==> src/rtl/vtpd_div_step.sv <==
// One restoring division step: shift in one numerator bit, compare, subtract.
`default_nettype none
module vtpd_div_step #(
  parameter int MW = 50
) (
  input  wire logic [MW-1:0] rem_in,
  input  wire logic [MW-1:0] den,
  input  wire logic          bit_in,
  output logic      [MW-1:0] rem_out,
  output logic               q_bit
);

  logic [MW:0] trial;
  logic [MW:0] diff;

  always_comb begin
    trial   = {rem_in, bit_in};
    diff    = trial - {1'b0, den};
    q_bit   = (trial >= {1'b0, den});
    // remainder stays below the divisor, so the top bit drops
    rem_out = q_bit ? diff[MW-1:0] : trial[MW-1:0];
  end

endmodule
`default_nettype wire

==> config.mk <==
export PLATFORM = sky130hd
export DESIGN_NAME = vtpd_div_step
export DESIGN_NICKNAME = d
export VERILOG_FILES = /design/src/rtl/vtpd_div_step.sv
export SDC_FILE = /design/constraint.sdc
export NUM_CORES = 1
export LEC_CHECK = 0
export BUFFER_PORTS_ARGS = -buffer_cell sky130_fd_sc_hd__buf_2
export CORE_MARGIN = 8
export CORE_UTILIZATION = 53
export DETAILED_ROUTE_END_ITERATION = 8
export PLACE_DENSITY = 0.95
export SYNTH_ARGS = -nofsm -noshare
export SYNTH_HDL_FRONTEND = slang
export SYNTH_SLANG_ARGS = --single-unit
==> constraint.sdc <==
create_clock -name vclk -period 8.4
set_clock_uncertainty 0.1 [all_clocks]
set_input_delay 2.52 -clock vclk [all_inputs]
set_output_delay 2.52 -clock vclk [all_outputs]
set_load 0.005 [all_outputs]
==> flow_summary.toml, run 1 <==
[outcome]
status = "complete, no violations"

[sta]
min_period_ps = 8270
final.setup.tns_ps = 0
rsz0062_at_grt = "false"
max_freq_ghz = 0.121
hold_violations = 0
worstMarginPinSlew_ps = 475
period_share_pct = 98.4
finalMaxSlewViolations = 0
slew_headroom_pct = 68.0
setup_viol = 0

[global_route]
grt_pass1_vias = 4775
track_usage_pct = 21.9
grt.overflow.total = 0
grt_pass1_wl_um = 21500
antenna_found_initial = 0
grt_max_degree = 32

[floorplan]
row_count = 32
die_h_um = 105
start_util_pct = 54.3
fp.coreArea_um2 = 7650
dieArea_um2 = 10900
die_x_um = 105
ioPinCount = 152

[final_layout]
area_growth_pct = 17.4
drive_gt1_share_pct = 33.6
final_cell_area_um2 = 4880
antennaDiodeCount = 0
nClkBuffers = 0
layout.nets = 836
nFlopsAndLatches = 0
seqCellArea_um2 = 0

[clock_tree]
cts_resized = 0
cts_setup_buffers = 0
postCtsHoldBufs = 0

[logic_synthesis]
synth.top_cell.area_share_pct = 16.6
post_synth.cell_area_avg_um2 = 7.55
syn-num-nets = 702
synth_cells = 550
yosysSeqAreaShare_pct = 0
yosysMostFrequentCell = "inv_1"
ys_types = 70
synth_largest_area_cell = "mux2_4"
syn-cell-area_um2 = 4160
yosys_warnings = 0
yosys-top-cells-area = "mux2_4 17%, ha_1 15%, a21oi_1 6.0%"
ys_top_cells_by_count = "64 x inv_1, 50 x a21oi_1, 50 x ha_1"

[placement]
dpl_cell_area_um2 = 4880
port_buffers = 152
gp_congestion = 0.891
place_hpwl_um = 11100

[pwr]
power_density_nw_per_um2 = 94.3
p_total_w = 0.000460
p_leak_nw = 2.62
irDropWorstVdd_mv = 0.0417

[flow_run]
cap_violations = 0

[worst_setup_path]
path_class = "in2out"
critPathLaunchType = "input pin"
crit_fanout = 7
required_ps = 5780
endpoint_kind = "primary output"
worstPathArrival_ps = 5650

[drt]
wl_um = 12900
drc_errors = 0
drt_pre_antenna_iters = 5
vias_per_cell = 5.90
vias = 4623
drt-wirelength-per-cell_um = 16.5
dr.first_iter.drc_count = 235
antenna_left = 0

[min_path]
hold_end = "rem_out[37]"
hold_path.class = "in2out"
min_from = "rem_in[36]"
min_delay_path_depth = 3
[through the flow]
step                      instances  hold slack, ps  util [%]  worst slack, ps
after floorplan                 550            5040         -              650
after global placement          784            5250      63.8              241
after detailed placement        784            5260      63.8              157
after CTS                       784            5260      63.8              137
after global routing            784            5270      63.8             9.23
final                           784            5250      63.8              132
[placed cells by master, fill, tap and decap left out, types with 3 or more instances in the layout]
cell type,Yosys,final
nand4_1,13,13
a221o_1,3,3
a21boi_0,4,4
nor2b_1,5,5
nor3_1,9,9
mux2i_1,3,3
nand2_1,45,45
xor2_1,14,14
o21ai_1,4,4
o21a_1,3,3
inv_1,64,64
o22ai_1,3,3
a31oi_1,8,8
nand3b_1,3,3
a211oi_1,3,3
xnor2_1,28,28
ha_1,50,50
nor2_1,37,37
mux2_4,46,46
nand3_1,10,10
nand2b_1,5,5
o211ai_1,5,5
o21ai_0,19,19
o21bai_1,9,9
a21oi_1,50,50
o31ai_1,3,3
buf_4,4,5
a21o_1,32,32
buf_2,10,152
[per-layer routing]
metal  vias to the layer above  global-route usage [%]  wire, µm  part of all wire [%]
met3                        37                    3.38       994                   7.7
met5                         -                       0         0                     0
met2                       242                    39.5      6170                    48
met4                         0                    5.38       310                   2.4
met1                      2094                    26.3      5470                    42
li1                       2250                       -         -                     -
[kinds of logic after synthesis]
| logic type | after synthesis | synth area share, % |
|---|---|---|
| AO/OA/AOI/OAI | 171 | 28.6 |
| AND/OR/NAND/NOR | 145 | 17.7 |
| buffers and inverters | 91 | 11.6 |
| adder cells (fa/ha/maj) | 51 | 15.5 |
| multiplexers | 50 | 17.6 |
| XOR/XNOR | 42 | 8.85 |
[worst max path at each step]
stage / startpoint / end / cells after the start
finish: rem_in[18] / rem_out[46] / 13
global route: den[19] / rem_out[46] / 14
CTS: bit_in / rem_out[40] / 16
detailed placement: bit_in / rem_out[40] / 16
global placement: bit_in / rem_out[40] / 16
floorplan: bit_in / rem_out[48] / 13
[cell type report]
| type | instances | area [µm²] |
|---|---|---|
| Inverter | 64 | 240 |
| Timing Repair Buffer | 159 | 838 |
| Tap cell | 102 | 128 |
| Fill cell | 650 | 2770 |
| Multi-Input combinational cell | 459 | 3670 |
[worst max-delay path: stages]
cell	delay, ps
buf_2	120
ha_1	410
nand3_1	190
nor3_2	240
or4b_1	500
o2111ai_2	230
a311oi_2	170
buf_4	180
o21a_2	240
o31ai_1	280
xor2_1	130
mux2_4	290
buf_2	130
[power by group]
group | internal, W | switching (W)
Sequential | 0 | 0
Combinational | 0.000232 | 0.000228
Clock | 0 | 0
Total | 0.000232 | 0.000228
No activity file was read; power rests on OpenSTA's default activity.
==> run 2, diff against run 1 <==
--- a/config.mk
+++ b/config.mk
@@ -7,9 +7,9 @@
 export LEC_CHECK = 0
 export BUFFER_PORTS_ARGS = -buffer_cell sky130_fd_sc_hd__buf_2
 export CORE_MARGIN = 8
-export CORE_UTILIZATION = 53
+export CORE_UTILIZATION = 35
 export DETAILED_ROUTE_END_ITERATION = 8
-export PLACE_DENSITY = 0.95
+export PLACE_DENSITY = 0.72
 export SYNTH_ARGS = -nofsm -noshare
 export SYNTH_HDL_FRONTEND = slang
 export SYNTH_SLANG_ARGS = --single-unit
==> flow_summary.toml, run 2 (synthesized netlist as in run 1, its figures left out) <==
[global_route]
grt.overflow.total = 0
antenna_found_initial = 0
grt_pass1_wl_um = 20500
grt_pass1_vias = 4253
grt_max_degree = 29
track_usage_pct = 14.8

[worst_setup_path]
cp.depth = 16
path_class = "in2out"
worstPathArrival_ps = 5550
crit_fanout = 7
critPathMaxStageDelay_ps = 390
worstSetupStartpoint = "bit_in"
path_delay_family = "compound AO/OA/AOI/OAI gates"
endpoint_kind = "primary output"
critical_path.cell_chain = "buf_2 > inv_1 > ha_1 > inv_1 > fa_2 > a211oi_2 > o21ai_1 > a31oi_2 > o2111ai_2 > a311oi_2 > buf_4 > o21a_4 > a31oi_1 > xor2_1 > mux2_4 > buf_2"
required_ps = 5780
slowest_stage = "a311oi_2"
crit_end = "rem_out[44]"
critPathLaunchType = "input pin"
critical_path_buf_inv_count = 5

[drt]
drt_pre_antenna_iters = 4
drc_errors = 0
antenna_left = 0
wl_um = 12300
dr.first_iter.drc_count = 254
vias = 4341
vias_per_cell = 5.20
drt-wirelength-per-cell_um = 14.7

[final_layout]
final_common_cell = "buf_2"
nClkBuffers = 0
final_cell_mix = "152 x buf_2, 64 x inv_1, 50 x a21oi_1, 50 x ha_1, 46 x mux2_4"
seqCellArea_um2 = 0
antennaDiodeCount = 0
fill_cells = 1246
area_growth_pct = 20.2
drive_gt1_share_pct = 34.4
nFlopsAndLatches = 0
layout.nets = 842
instances_no_fill = 835

[floorplan]
row_count = 40
die_x_um = 125
dieArea_um2 = 15600
start_util_pct = 35.2
fp.coreArea_um2 = 11800
ioPinCount = 152
die_h_um = 125

[sta]
rsz0062_at_grt = "false"
hold_ws_ps = 5250
min_period_ps = 8170
hold_violations = 0
worstMarginPinSlew_ps = 497
slew_headroom_pct = 66.7
finalMaxSlewViolations = 0
max_freq_ghz = 0.122
final.setup.tns_ps = 0
setup_ws_ps = 226
setup_viol = 0
period_share_pct = 97.3

[outcome]
status = "complete, no violations"

[pwr]
power_density_nw_per_um2 = 91.4
p_total_w = 0.000457
p_leak_nw = 2.65
irDropWorstVdd_mv = 0.0383

[placement]
pre_cts_ws_ps = 122
place_hpwl_um = 10700
gp_congestion = 0.876
dp.cells = 835
port_buffers = 152

[min_path]
hold_path.class = "in2out"
min_from = "rem_in[34]"

[clock_tree]
cts_setup_buffers = 0

[flow_run]
cap_violations = 0
## run 2: area by class of cell
class              count  area (µm²)  share of cell area [%]
well taps            147         184                    3.68
inverters             64         240                    4.81
multi-input cells    459        3690                    73.8
repair buffers       165         883                    17.7
## run 2: power by group
part	total (W)	internal (W)	switching [W]
clock	0	0	0
combinational	0.000457	0.000236	0.000221
sequential	0	0	0
## run 2: through the flow
step / util [%] / cell area (µm²)
6_report: 42.3 / 4990
5_1_grt: 42.3 / 4990
4_1_cts: 42.2 / 4980
3_5_place_dp: 42.2 / 4980
3_3_place_gp: 42.2 / 4980
2_1_floorplan: - / 4160
## run 2: repair_timing
item	4_1_cts	5_1_grt
hold buffers	0	0
endpoints found under the setup margin	0	7
resized for setup	0	3
## run 2: worst min path at each step
stage | endpoint | slack [ps] | cells after the start
after global routing | rem_out[35] | 5270 | 3
after detailed placement | rem_out[31] | 5250 | 3
after floorplan | rem_out[21] | 5040 | 2
after CTS | rem_out[31] | 5250 | 3
after global placement | rem_out[41] | 5250 | 3
final | rem_out[35] | 5250 | 3
## run 2: layer usage
metal	up-vias	GRT usage [%]	part of all wire, %
met5	-	0	0
met4	0	0.358	0.12
met3	2	2.12	5.2
met2	103	25.7	46
met1	1965	19.9	49
li1	2271	-	-
